[config.mk]
export PLATFORM = sky130hd
export DESIGN_NAME = gnt_fifo
export DESIGN_NICKNAME = d
export VERILOG_FILES = /design/src/sv/gnt_pkg.sv /design/src/sv/gnt_fifo.sv
export SDC_FILE = /design/constraint.sdc
export NUM_CORES = 1
export LEC_CHECK = 0
export ABC_CLOCK_PERIOD_IN_PS = 15600
export BUFFER_PORTS_ARGS = -buffer_cell sky130_fd_sc_hd__buf_2
export CELL_PAD_IN_SITES_DETAIL_PLACEMENT = 1
export CELL_PAD_IN_SITES_GLOBAL_PLACEMENT = 1
export CORE_ASPECT_RATIO = 1.1
export CORE_MARGIN = 4
export CORE_UTILIZATION = 50
export CTS_CLUSTER_SIZE = 10
export DETAILED_ROUTE_END_ITERATION = 10
export PLACE_DENSITY = 0.78
export SLEW_MARGIN = 30
export SYNTH_ARGS = -nofsm -noshare
export SYNTH_HDL_FRONTEND = slang
export SYNTH_SLANG_ARGS = --single-unit
[constraint.sdc]
create_clock -name clk -period 15.6 [get_ports clk]
set_input_delay 2.34 -clock clk [delete_from_list [all_inputs] [get_ports clk]]
set_output_delay 2.34 -clock clk [all_outputs]
set_load 0.1 [all_outputs]
[src/sv/gnt_pkg.sv]
// Shared types, constants and constant tables of the gradient noise terrain core.
// Depends on nothing; every module of the block imports it.
package gnt_pkg;

	localparam int CHUNK_SIDE   = 16;
	localparam int WORLD_HEIGHT = 256;
	localparam int HEIGHT_CAP   = (WORLD_HEIGHT < 256) ? WORLD_HEIGHT : 256;
	localparam int FIFO_DEPTH   = 8;
	localparam int FIFO_AW      = $clog2(FIFO_DEPTH);
	localparam int FIFO_CW      = $clog2(FIFO_DEPTH + 1);

	localparam logic [31:0] HASH_KX = 32'd374761393;
	localparam logic [31:0] HASH_KZ = 32'd668265263;
	localparam logic [31:0] HASH_KM = 32'd1274126177;
	// floor(2^35 / 45): quotient estimate for the modulo 45 step.
	localparam logic [29:0] MOD45_RECIP = 30'd763549741;

	typedef logic [14:0] sin_tab_t [0:90];
	typedef logic [14:0] fade_tab_t [0:15];

	typedef enum logic [1:0] {
		PIECE_LOW,
		PIECE_MID,
		PIECE_HIGH
	} piece_t;

	// Gradients of the four lattice corners plus the cell position.
	typedef struct packed {
		logic [3:0][15:0] gc;
		logic [3:0][15:0] gs;
		logic [3:0]       col;
		logic [3:0]       row;
	} gnt_item_t;

	typedef struct packed {
		logic valid;
		logic full;
	} gnt_fifo_stat_t;

	// Sine in Q1.14 for whole degrees, built by repeated one degree rotations in Q30.
	function automatic sin_tab_t build_sin_tab();
		longint c;
		longint s;
		longint nc;
		longint ns;
		longint q;
		sin_tab_t t;
		c = 64'sd1 <<< 30;
		s = 64'sd0;
		for (int d = 0; d <= 90; d++) begin
			q = (s + 64'sd32768) >>> 16;
			if (q > 64'sd16384)
				q = 64'sd16384;
			t[d] = 15'(q);
			if (d < 90) begin
				nc = c * 64'sd1073578288 - s * 64'sd18739379;
				ns = s * 64'sd1073578288 + c * 64'sd18739379;
				if (nc < 0)
					nc = 0;
				c = (nc + (64'sd1 <<< 29)) >>> 30;
				s = (ns + (64'sd1 <<< 29)) >>> 30;
			end
		end
		return t;
	endfunction

	// Quintic fade of (2c+1)/32, rounded half up to Q14.
	function automatic fade_tab_t build_fade_tab();
		longint m;
		longint num;
		fade_tab_t t;
		for (int c = 0; c < 16; c++) begin
			m = 2 * c + 1;
			num = m * m * m * (6 * m * m + 10240 - 480 * m);
			t[c] = 15'((num + 1024) >>> 11);
		end
		return t;
	endfunction

	localparam sin_tab_t  SIN_TAB  = build_sin_tab();
	localparam fade_tab_t FADE_TAB = build_fade_tab();

endpackage

[src/sv/gnt_fifo.sv]
// Short queue of gradient items between the front and back parts.
// Register based, one write and one read a cycle; depends on gnt_pkg.
module gnt_fifo import gnt_pkg::*; (
	input  logic           clk,
	input  logic           arst_n,
	input  logic           push,
	input  gnt_item_t      wr_item,
	input  logic           pop,
	output gnt_item_t      rd_item,
	output gnt_fifo_stat_t stat
);

	gnt_item_t mem_q [0:FIFO_DEPTH-1];
	logic [FIFO_AW-1:0] wr_q, rd_q;
	logic [FIFO_CW-1:0] cnt_q;

	always_ff @(posedge clk or negedge arst_n) begin
		if (!arst_n) begin
			wr_q <= '0;
			rd_q <= '0;
			cnt_q <= '0;
		end else begin
			if (push)
				wr_q <= FIFO_AW'(wr_q + 1'b1);
			if (pop)
				rd_q <= FIFO_AW'(rd_q + 1'b1);
			cnt_q <= FIFO_CW'(cnt_q + FIFO_CW'(push) - FIFO_CW'(pop));
		end
	end

	always_ff @(posedge clk) begin
		if (push)
			mem_q[wr_q] <= wr_item;
	end

	assign rd_item = mem_q[rd_q];
	assign stat.valid = (cnt_q != '0);
	assign stat.full = (cnt_q == FIFO_CW'(FIFO_DEPTH));

`ifndef SYNTHESIS
	a_no_overflow: assert property (@(posedge clk) disable iff (!arst_n)
		push |-> (!stat.full || pop)) else $error("queue written while full");
	a_no_underflow: assert property (@(posedge clk) disable iff (!arst_n)
		pop |-> stat.valid) else $error("queue read while empty");
	a_count_range: assert property (@(posedge clk) disable iff (!arst_n)
		cnt_q <= FIFO_CW'(FIFO_DEPTH)) else $error("queue count out of range");
`endif

endmodule

== Word level (Yosys, flattened, before mapping) ==
Memory sizes are Yosys's and may differ from the RTL's.
Index checks and enable logic that the tools add are counted.
Widths: inputs -> output; s select.
Storage, ports and cells
  register bits after elaboration: 10
  bits in writable memories: 1088
  input bits: 140
  output and inout bits: 138
  word-level logic and storage cells: 12
  memories kept: 1
Operators by class
  add/sub/neg operators: 4
  equality and inequality tests: 1
  mux-type cells: 2
  reductions and logical operators: 1
Memory list
  mem_q: words 8, width 136, rd ports 1, clocked after Yosys merged registers in 0, wr ports 1, line gnt_fifo.sv:13  | gnt_item_t mem_q [0:FIFO_DEPTH-1];
Operator list (count)
  $add 3x1->3 const B: 2
  $add 4x1->4: 1
  $eq 4x4->1 const B: 1
  $reduce_bool 4->1: 1
  $sub 4x1->4: 1
  $mux 1: 2

== Longest topological paths before layout ==
Gate-level depths: netlist of run 1.
  depth after elaboration: 2
  depth in mapped cells: 7
  depth with buffers taken out: 7

== Worst setup path after synthesis of run 1 ==
No wires, ideal clock.
  path kind: input to register
  start point: input port push
  end point: memory mem_q[0][0] in the netlist's numbering, enable pin
  setup time: 0.798 ns
  data arrival time: 11.610 ns
  data required time: 14.802 ns
  slack: 3.193 ns
  cell stages on the path: 2
  buffers on the path: 0
  cells stage by stage: nand2b_1 -> nor3_1
Between the ends
  cells in the longest elaborated chain, start to end: 2
RTL lines
  start, declared: line gnt_fifo.sv:6  | input logic push,
  $mux 1: line gnt_fifo.sv:32  | if (push)
  $mux 1 (implied by the code): line gnt_fifo.sv:33  | mem_q[wr_q] <= wr_item;
  end, declared: line gnt_fifo.sv:13
No other way between the ends.

==> results by group, run 1 <==
Finish
  • Commonest non-fill, non-tap cells in the layout: edfxtp_1, buf_2, mux4_1
  • Final Net Count: ~2,100
  • Multi-input gate area: just under 9000 sq um
  • Fill cells: just under 7,000
  • Commonest non-fill, non-tap cell in the layout: edfxtp_1
  • Post-Layout Cell Count: about 3,100
  • Area added between synthesis and finish: 13.0%
  • Layout cell share with drive strength beyond 1: around a third
  • Sequential cell area: roughly 33,000 sq um
  • Design area: approximately 48,000 sq um

Global route
  • GRT overflow: 0
  • Pin count of the biggest net entering global routing: around 150
  • GRT Overall Usage: about a fifth
  • First-pass GRT wire length: approximately 130 mm
  • Initial antenna violation count: 21
  • Vias in the first global route: between 20,000 and 25,000

Worst setup path
  • CP endpoint kind: primary output
  • FF-to-FF Start: wr_q[1]$_DFFE_PN0P_
  • WP data arrival: between 4 and 5 ns
  • Worst Setup EP: rd_item[94]
  • R2R cell count: 5
  • Critical Path Source Type: flop
  • Setup slack, reg-to-reg: 12.06 ns
  • Worst-path fanout max: 78
  • Critical path class: flop to primary output
  • Worst Path Required: between 10 and 15 ns
  • CP Launch Point: rd_q[0]$_DFFE_PN0P_
  • Reg-to-Reg End: mem_q[2][64]$_DFFE_PP_

Drt
  • Wirelength per Cell: around 28 um
  • DRT Pass-1 Iters: 7
  • DR vias: between 15,000 and 20,000
  • Drt total wl: roughly 89 mm
  • Number of routed nets with antenna violations: 0
  • Initial DRC count: between 1,500 and 2,000
  • Drc violations: 0
  • Via-to-Cell Ratio: between 5 and 6

Floorplanning
  • Core Footprint: 83,700 sq um
  • Die Span Y: between 300 and 400 um
  • Rows: 111
  • I/O pin count: between 200 and 300
  • Die Area: between 80,000 and 90,000 sq um
  • Die width: about 290 um
  • Initial Utilization: slightly above 50%

Yosys
  • Synthesized area per cell: ~26 sq um
  • Syn Std Cell Area: around 42,000 sq um
  • Sequential area share after synthesis: between 70% and 80%
  • Syn_nets: between 1,500 and 2,000
  • Flops & latches, synth: roughly 1,100
  • Library cells used by synthesis: 26
  • Yosys Warn Count: 0
  • Post-synth top area cell: edfxtp_1
  • Dominant cells by area after synthesis: edfxtp_1, mux4_1, mux4_2
  • Share of the synthesized area in the top cell type: between 70% and 80%
  • Post-Synthesis Cells: roughly 1,600

Status
  • Status: finished clean

STA
  • Final Hold Vio Count: 0
  • Minimum clock period: between 6 and 7 ns
  • Setup TNS: 0 ns
  • Count of final setup violators: 0
  • Slew margin rel.: approximately 28%
  • RSZ-0062 raised after global routing: false
  • Max Clock Skew: between 0.01 and 0.015 ns
  • Worst hold slack: 0.591 ns
  • Max Clk Rate: between 150 and 200 MHz
  • Pins Over Slew Limit: 0
  • Tcrit/Tclk final: a little over two fifths
  • Worst slew pin tran: between 1 and 1.5 ns

Clock network
  • CTS Sinks: roughly 1,100
  • CTS Hold Bufs: 0
  • Post-CTS Setup Bufs: 0
  • Reg clk slew, reported paths: approximately 0.05 ns
  • Clock Tree Root: clkbuf_16
  • Skew-Pair Late Insertion Delay: about 0.67 ns
  • Post-CTS sizing: 0
  • CTS H-tree depth: 3
  • Clk buf depth: 3
  • CTS tree: done
  • TritonCTS Buffers: 120

Placement
  • Post-placement cell area: 44,800 sq um
  • GPL Wtd Cong: slightly below 0.7
  • Inst Count DP: 2,989
  • Dpl hpwl: about 50 mm
  • I/O Buffers: roughly 280

Hold path
  • Worst hold path class: flop to flop

Run
  • Max_cap viols: 0
[cells by family after synthesis]
| group | count (synthesis) | share of synthesized area (%) |
|---|---|---|
| AND/OR/NAND/NOR | 17 | 0.183 |
| multiplexers | 410 | 19.8 |
| AO/OA/AOI/OAI | 2 | 0.0294 |
| adder cells (fa/ha/maj) | 9 | 0.283 |
| buffers and inverters | 84 | 2.08 |
| XOR/XNOR | 6 | 0.124 |
| flip-flops | 1098 | 77.5 |
[final cells by class]
cell class                 instances  share of cell area (%)
inverter                           8                  0.0625
clock inverter                     9                   0.211
timing repair buffer             309                    3.57
antenna                           16                  0.0833
tap                             1130                    2.94
clock buffer                     135                    6.37
sequential                      1098                    68.6
multi-input combinational        444                    18.2
[sequential cells by signal (all words and copies together), names as in the netlist]
signal,count
rd_q,3
mem_q,1088
wr_q,3
cnt_q,4
[metrics by stage]
stage               setup WS (ns)  utilization, %
floorplan                    3.19               -
global placement             9.47            53.5
detailed placement           9.57            53.5
CTS                          8.82            57.3
global route                 8.79            57.3
finish                       9.04            57.4
[critical path, cell delays in order, from the launching register on]
cell and delay, ns:
dfrtp_4 0.57, buf_12 0.42, buf_16 0.44, buf_6 0.68
mux4_1 0.67, mux2_2 0.27, buf_2 0.29
[synthesized netlist by cell type, drive strengths merged]
library cell / instances
a21o: 1
a21oi: 1
and3: 1
buf: 48
clkbuf: 28
dfrtp: 10
edfxtp: 1088
fa: 1
ha: 8
inv: 8
mux2: 138
mux4: 272
nand2: 4
nand2b: 3
nand3: 1
nor2: 6
nor3: 2
xnor2: 3
xor2: 3
[worst min-delay path by stage]
| stage | start | to | slack, ns | cells after the start |
|---|---|---|---|---|
| after floorplan | wr_q[2]$_DFFE_PN0P_ | wr_q[2]$_DFFE_PN0P_ | 0.52 | 1 |
| after global placement | wr_q[1]$_DFFE_PN0P_ | wr_q[1]$_DFFE_PN0P_ | 0.54 | 1 |
| after detailed placement | wr_q[1]$_DFFE_PN0P_ | wr_q[1]$_DFFE_PN0P_ | 0.56 | 1 |
| after CTS | wr_q[1]$_DFFE_PN0P_ | wr_q[1]$_DFFE_PN0P_ | 0.58 | 1 |
| after global routing | wr_q[1]$_DFFE_PN0P_ | wr_q[1]$_DFFE_PN0P_ | 0.60 | 1 |
| final | wr_q[1]$_DFFE_PN0P_ | wr_q[1]$_DFFE_PN0P_ | 0.59 | 1 |
[routing by layer]
layer	wire, um	global-route usage (%)	part of all wire [%]	up-vias
li1	-	-	-	7855
met1	35500	26.1	40	9809
met2	46500	34.9	52	539
met3	5590	4.50	6.3	133
met4	1710	5.18	1.9	8
met5	51	0	0.057	-
Power of run 1 is not shown: default switching activity piles up to over one toggle a cycle in this logic, so the estimate is an artifact.
==> inputs of run 2 (changes only) <==
ABC_CLOCK_PERIOD_IN_PS = 5700   (was 15600)
CORE_UTILIZATION = 49   (was 50)
PLACE_DENSITY = 0.8   (was 0.78)
clock period = 5.7 ns   (was 15.6 ns; I/O delays follow)
==> results by group, run 2 (synthesis gave the netlist of run 1 again) <==
Placement
  • GPL Wtd Cong: ~0.68
  • I/O Buffers: approximately 280
  • Dpl hpwl: between 40 and 50 mm

Worst setup path
  • Worst stage delay on the critical path: roughly 1.0 ns
  • Worst Path Required: 4.85 ns
  • Critical Path Source Type: flop
  • Crit path max-delay cell type: dfrtp_4
  • R2R cell count: 4
  • WP data arrival: between 3 and 4 ns
  • Critical path class: flop to primary output
  • CP cell instances: buf_4, mux4_1, mux2_2, buf_2
  • Worst-path fanout max: 50
  • CP endpoint kind: primary output

Finish
  • Commonest non-fill, non-tap cell in the layout: edfxtp_1
  • Fill cells: slightly above 7,000
  • Biggest registers after layout: mem_q x1088, cnt_q x4
  • Commonest non-fill, non-tap cells in the layout: edfxtp_1, buf_2, mux4_1
  • Layout cell share with drive strength beyond 1: about a third
  • Area added between synthesis and finish: 13.7%
  • Largest reg by FF count: mem_q
  • Largest register FFs: between 1,000 and 1,500
  • Final Net Count: between 2,000 and 2,500

Drt
  • Number of routed nets with antenna violations: 0
  • Drt total wl: between 80 and 90 mm
  • DRT Pass-1 Iters: 5
  • Drc violations: 0
  • DR vias: ~18,000
  • Initial DRC count: about 1,200
  • Wirelength per Cell: ~28 um
  • Via-to-Cell Ratio: 5.77

STA
  • Count of final setup violators: 0
  • Slew margin rel.: ~38%
  • Tcrit/Tclk final: 76.5%
  • Max Clk Rate: between 200 and 250 MHz
  • Worst slew pin tran: approximately 0.94 ns
  • Worst hold slack: about 0.44 ns
  • Minimum clock period: 4.36 ns
  • Final Hold Vio Count: 0
  • RSZ-0062 raised after global routing: false
  • Pins Over Slew Limit: 0
  • Max Clock Skew: roughly 0.023 ns

Global route
  • GRT overflow: 0
  • GRT Overall Usage: 19.4%
  • Initial antenna violation count: 14
  • First-pass GRT wire length: 132 mm
  • Vias in the first global route: between 20,000 and 25,000
  • Pin count of the biggest net entering global routing: slightly below 90

Clock network
  • CTS H-tree depth: 3
  • Clk buf depth: 3
  • Skew-Pair Late Insertion Delay: a little under 0.7 ns
  • TritonCTS Buffers: 120
  • Post-CTS Setup Bufs: 0
  • Clock Tree Root: clkbuf_16
  • CTS tree: done
  • Post-CTS sizing: 0
  • CTS Sinks: roughly 1,100
  • Reg clk slew, reported paths: ~0.060 ns

Status
  • Status: finished clean

Floorplanning
  • Die Area: 91,500 sq um
  • Core Footprint: approximately 86,000 sq um
  • Initial Utilization: around half
  • I/O pin count: ~280
  • Die width: about 290 um
  • Die Span Y: between 300 and 400 um
  • Rows: around 110

Hold path
  • Worst hold path class: primary input to flop
  • Hold Path Stages: 1

Run
  • Max_cap viols: 0
-- run 2: cell types whose count changed in the layout (fill, tap and decap cells not counted), sizes merged --
cell / before / now
clkbuf: 135 / 147
buf: 309 / 314
inv: 11 / 12
clkinv: 6 / 5
dlygate4sd3: 0 / 1
diode: 16 / 8
-- run 2: worst max-delay path: cells and delay by family, from the launching register on --
kind                   cells  cell delay, ns
flip-flops                 1            1.04
buffers and inverters      2            0.80
multiplexers               2            0.94
-- run 2: final timing paths --
check | start | to | slack, ns
worst max-delay path | rd_q[0]$_DFFE_PN0P_ | rd_item[49] | 1.34
worst min-delay path | wr_item[106] | mem_q[0][106]$_DFFE_PP_ | 0.44
worst max register to register | wr_q[0]$_DFFE_PN0P_ | mem_q[6][57]$_DFFE_PP_ | 3.19
worst min register to register | wr_q[1]$_DFFE_PN0P_ | wr_q[1]$_DFFE_PN0P_ | 0.57
max in group asynchronous | arst_n | rd_q[0]$_DFFE_PN0P_ | 4.86
min in group asynchronous | arst_n | wr_q[0]$_DFFE_PN0P_ | 0.60
-- run 2: metal layers --
| layer | part of all wire (%) | up-vias | wire length [um] | track usage (%) |
|---|---|---|---|---|
| met3 | 5.9 | 124 | 5220 | 4.23 |
| met4 | 1.9 | 14 | 1680 | 5.37 |
| li1 | - | 7883 | - | - |
| met2 | 52 | 516 | 46000 | 33.5 |
| met5 | 0.12 | - | 102 | 0 |
| met1 | 40 | 9819 | 35000 | 25.2 |
-- run 2: area by class of cell --
type,count,area [sq um],share of cell area [%]
well taps,1150,1440,2.98
clock buffers,147,3140,6.49
diodes,8,20.0,0.0414
repair buffers,315,1900,3.93
clock inverters,9,91.3,0.189
inverters,8,30.0,0.0622
flip-flops and latches,1098,32900,68.2
multi-input cells,444,8760,18.1
-- run 2: through the flow --
step | setup TNS, ns | worst slack (ns) | area, sq um | instances | util, %
after global routing | 0 | 1.19 | 48300 | 3173 | 56.0
after CTS | 0 | 1.25 | 48300 | 3171 | 56.0
after detailed placement | 0 | 2.02 | 45000 | 3014 | 52.2
after floorplan | -1350.15 | -1.56 | 42500 | 1626 | -
after global placement | 0 | 2.07 | 45000 | 3014 | 52.2
final | 0 | 1.34 | 48300 | 3179 | 56.0
-- run 2: timing repair --
action                                  4_1_cts  5_1_grt
endpoints found under the setup margin        0        0
hold endpoints to repair                      7        0
hold buffers                                  1        0
Power of run 2 is left out for the same reason.
==> inputs of run 3 (changes only) <==
ABC_CLOCK_PERIOD_IN_PS = 4000   (was 5700)
clock period = 4 ns   (was 5.7 ns; I/O delays follow)
==> results by group, run 3 (synthesis gave the netlist of run 1 again) <==
STA
  • Setup TNS: 0 ns
  • Max Clk Rate: 269 MHz
  • Worst slew pin tran: about 0.98 ns
  • Minimum clock period: roughly 3.7 ns
  • Final Hold Vio Count: 0
  • Slew margin rel.: 34.5%
  • Tcrit/Tclk final: ~93%
  • Pins Over Slew Limit: 0
  • Count of final setup violators: 0
  • RSZ-0062 raised after global routing: false
  • Max Clock Skew: approximately 0.019 ns

Clock network
  • CTS Sinks: 1,098
  • CTS H-tree depth: 3
  • Clock Tree Root: clkbuf_16
  • Clk buf depth: 3
  • Post-CTS Setup Bufs: 0
  • CTS tree: done
  • CTS Hold Bufs: 1
  • Post-CTS sizing: 0
  • Skew-Pair Late Insertion Delay: 0.67 ns
  • Reg clk slew, reported paths: 0.06 ns
  • TritonCTS Buffers: approximately 120

Worst setup path
  • R2R cell count: 3
  • Critical path class: flop to primary output
  • WP data arrival: between 3 and 4 ns
  • Worst Path Required: roughly 3.4 ns
  • Worst-path fanout max: 37
  • Critical Path Source Type: flop
  • Setup slack, reg-to-reg: 1.90 ns
  • CP endpoint kind: primary output

Drt
  • Wirelength per Cell: between 20 and 30 um
  • DR vias: 18,400
  • Number of routed nets with antenna violations: 0
  • Initial DRC count: 1,479
  • Drc violations: 0
  • Via-to-Cell Ratio: between 5 and 6
  • DRT Pass-1 Iters: 7
  • Drt total wl: 90.3 mm

Finish
  • Multi-input gate area: ~8800 sq um
  • Largest reg by FF count: mem_q
  • Biggest registers after layout: mem_q x1088, cnt_q x4
  • Fill cells: slightly above 7,000
  • Layout cell share with drive strength beyond 1: about a third
  • Commonest non-fill, non-tap cells in the layout: edfxtp_1, buf_2, mux4_1
  • Final Net Count: between 2,000 and 2,500
  • Commonest non-fill, non-tap cell in the layout: edfxtp_1
  • Area added between synthesis and finish: 14.0%
  • Largest register FFs: between 1,000 and 1,500
  • Sequential cell area: approximately 33,000 sq um

Floorplanning
  • Die width: 289 um
  • Initial Utilization: about half
  • Core Footprint: 86,200 sq um
  • Die Area: 91,500 sq um
  • I/O pin count: between 200 and 300
  • Rows: 113
  • Die Span Y: around 320 um

Status
  • Status: finished clean

Placement
  • I/O Buffers: roughly 280
  • Dpl hpwl: between 50 and 60 mm
  • GPL Wtd Cong: 0.692

Global route
  • GRT overflow: 0
  • First-pass GRT wire length: approximately 130 mm
  • Pin count of the biggest net entering global routing: approximately 100
  • GRT Overall Usage: between 10% and 20%
  • Initial antenna violation count: 28
  • Vias in the first global route: a little over 20,000

Hold path
  • Hold Path Stages: 1
  • Worst hold path class: primary input to flop

Run
  • Max_cap viols: 0
[run 3: changes by cell type in the layout (fill, tap and decap cells not counted), sizes merged]
| cell | change |
|---|---|
| diode | +8 |
| inv | +2 |
| bufinv | +2 |
| clkinv | -4 |
| buf | +5 |
| clkbuf | -8 |
[run 3: routing by layer]
layer  global-route usage (%)  up-vias  wire [um]  share of wire, %
li1                         -     7895          -                 -
met1                     24.8     9841      34900                39
met2                     34.7      489      47800                53
met3                     5.33      125       5830               6.5
met4                     4.93       18       1580               1.8
met5                        0        -        122              0.14
[run 3: path summary, 6_finish.rpt]
kind,from,to
max,rd_q[0]$_DFFE_PN0P_,rd_item[76]
min,wr_item[20],mem_q[5][20]$_DFFE_PP_
max reg2reg,wr_q[0]$_DFFE_PN0P_,mem_q[3][51]$_DFFE_PP_
min reg2reg,wr_q[1]$_DFFE_PN0P_,wr_q[1]$_DFFE_PN0P_
max in group asynchronous,arst_n,rd_q[2]$_DFFE_PN0P_
min in group asynchronous,arst_n,rd_q[0]$_DFFE_PN0P_
[run 3: final cells by class]
cell class                      instances  share of cell area (%)
Tap cell                             1150                    2.97
Antenna cell                           16                  0.0826
Clock inverter                          9                   0.289
Multi-Input combinational cell        444                    18.1
Inverter                                8                  0.0620
Clock buffer                          139                    6.48
Timing Repair Buffer                  320                    4.07
Sequential cell                      1098                    68.0
[run 3: critical path: stages, from the launching register on]
cell and delay [ns]:
dfrtp_4 0.63, buf_12 0.26, buf_12 0.30, mux4_1 0.60, mux2_2 0.29, buf_2 0.30
[run 3: stage by stage]
step / std cells / hold slack (ns) / cell area, sq um / worst slack, ns / utilization, %
final: 3184 / 0.188 / 48500 / 0.276 / 56.2
after global routing: 3174 / 0.167 / 48400 / 0.146 / 56.2
after CTS: 3168 / 0.138 / 48400 / 0.191 / 56.1
after detailed placement: 3019 / 0.499 / 45100 / 0.955 / 52.3
after global placement: 3019 / 0.497 / 45100 / 0.993 / 52.3
after floorplan: 1626 / 0.304 / 42600 / -0.716 / -
Power of run 3 is left out for the same reason.
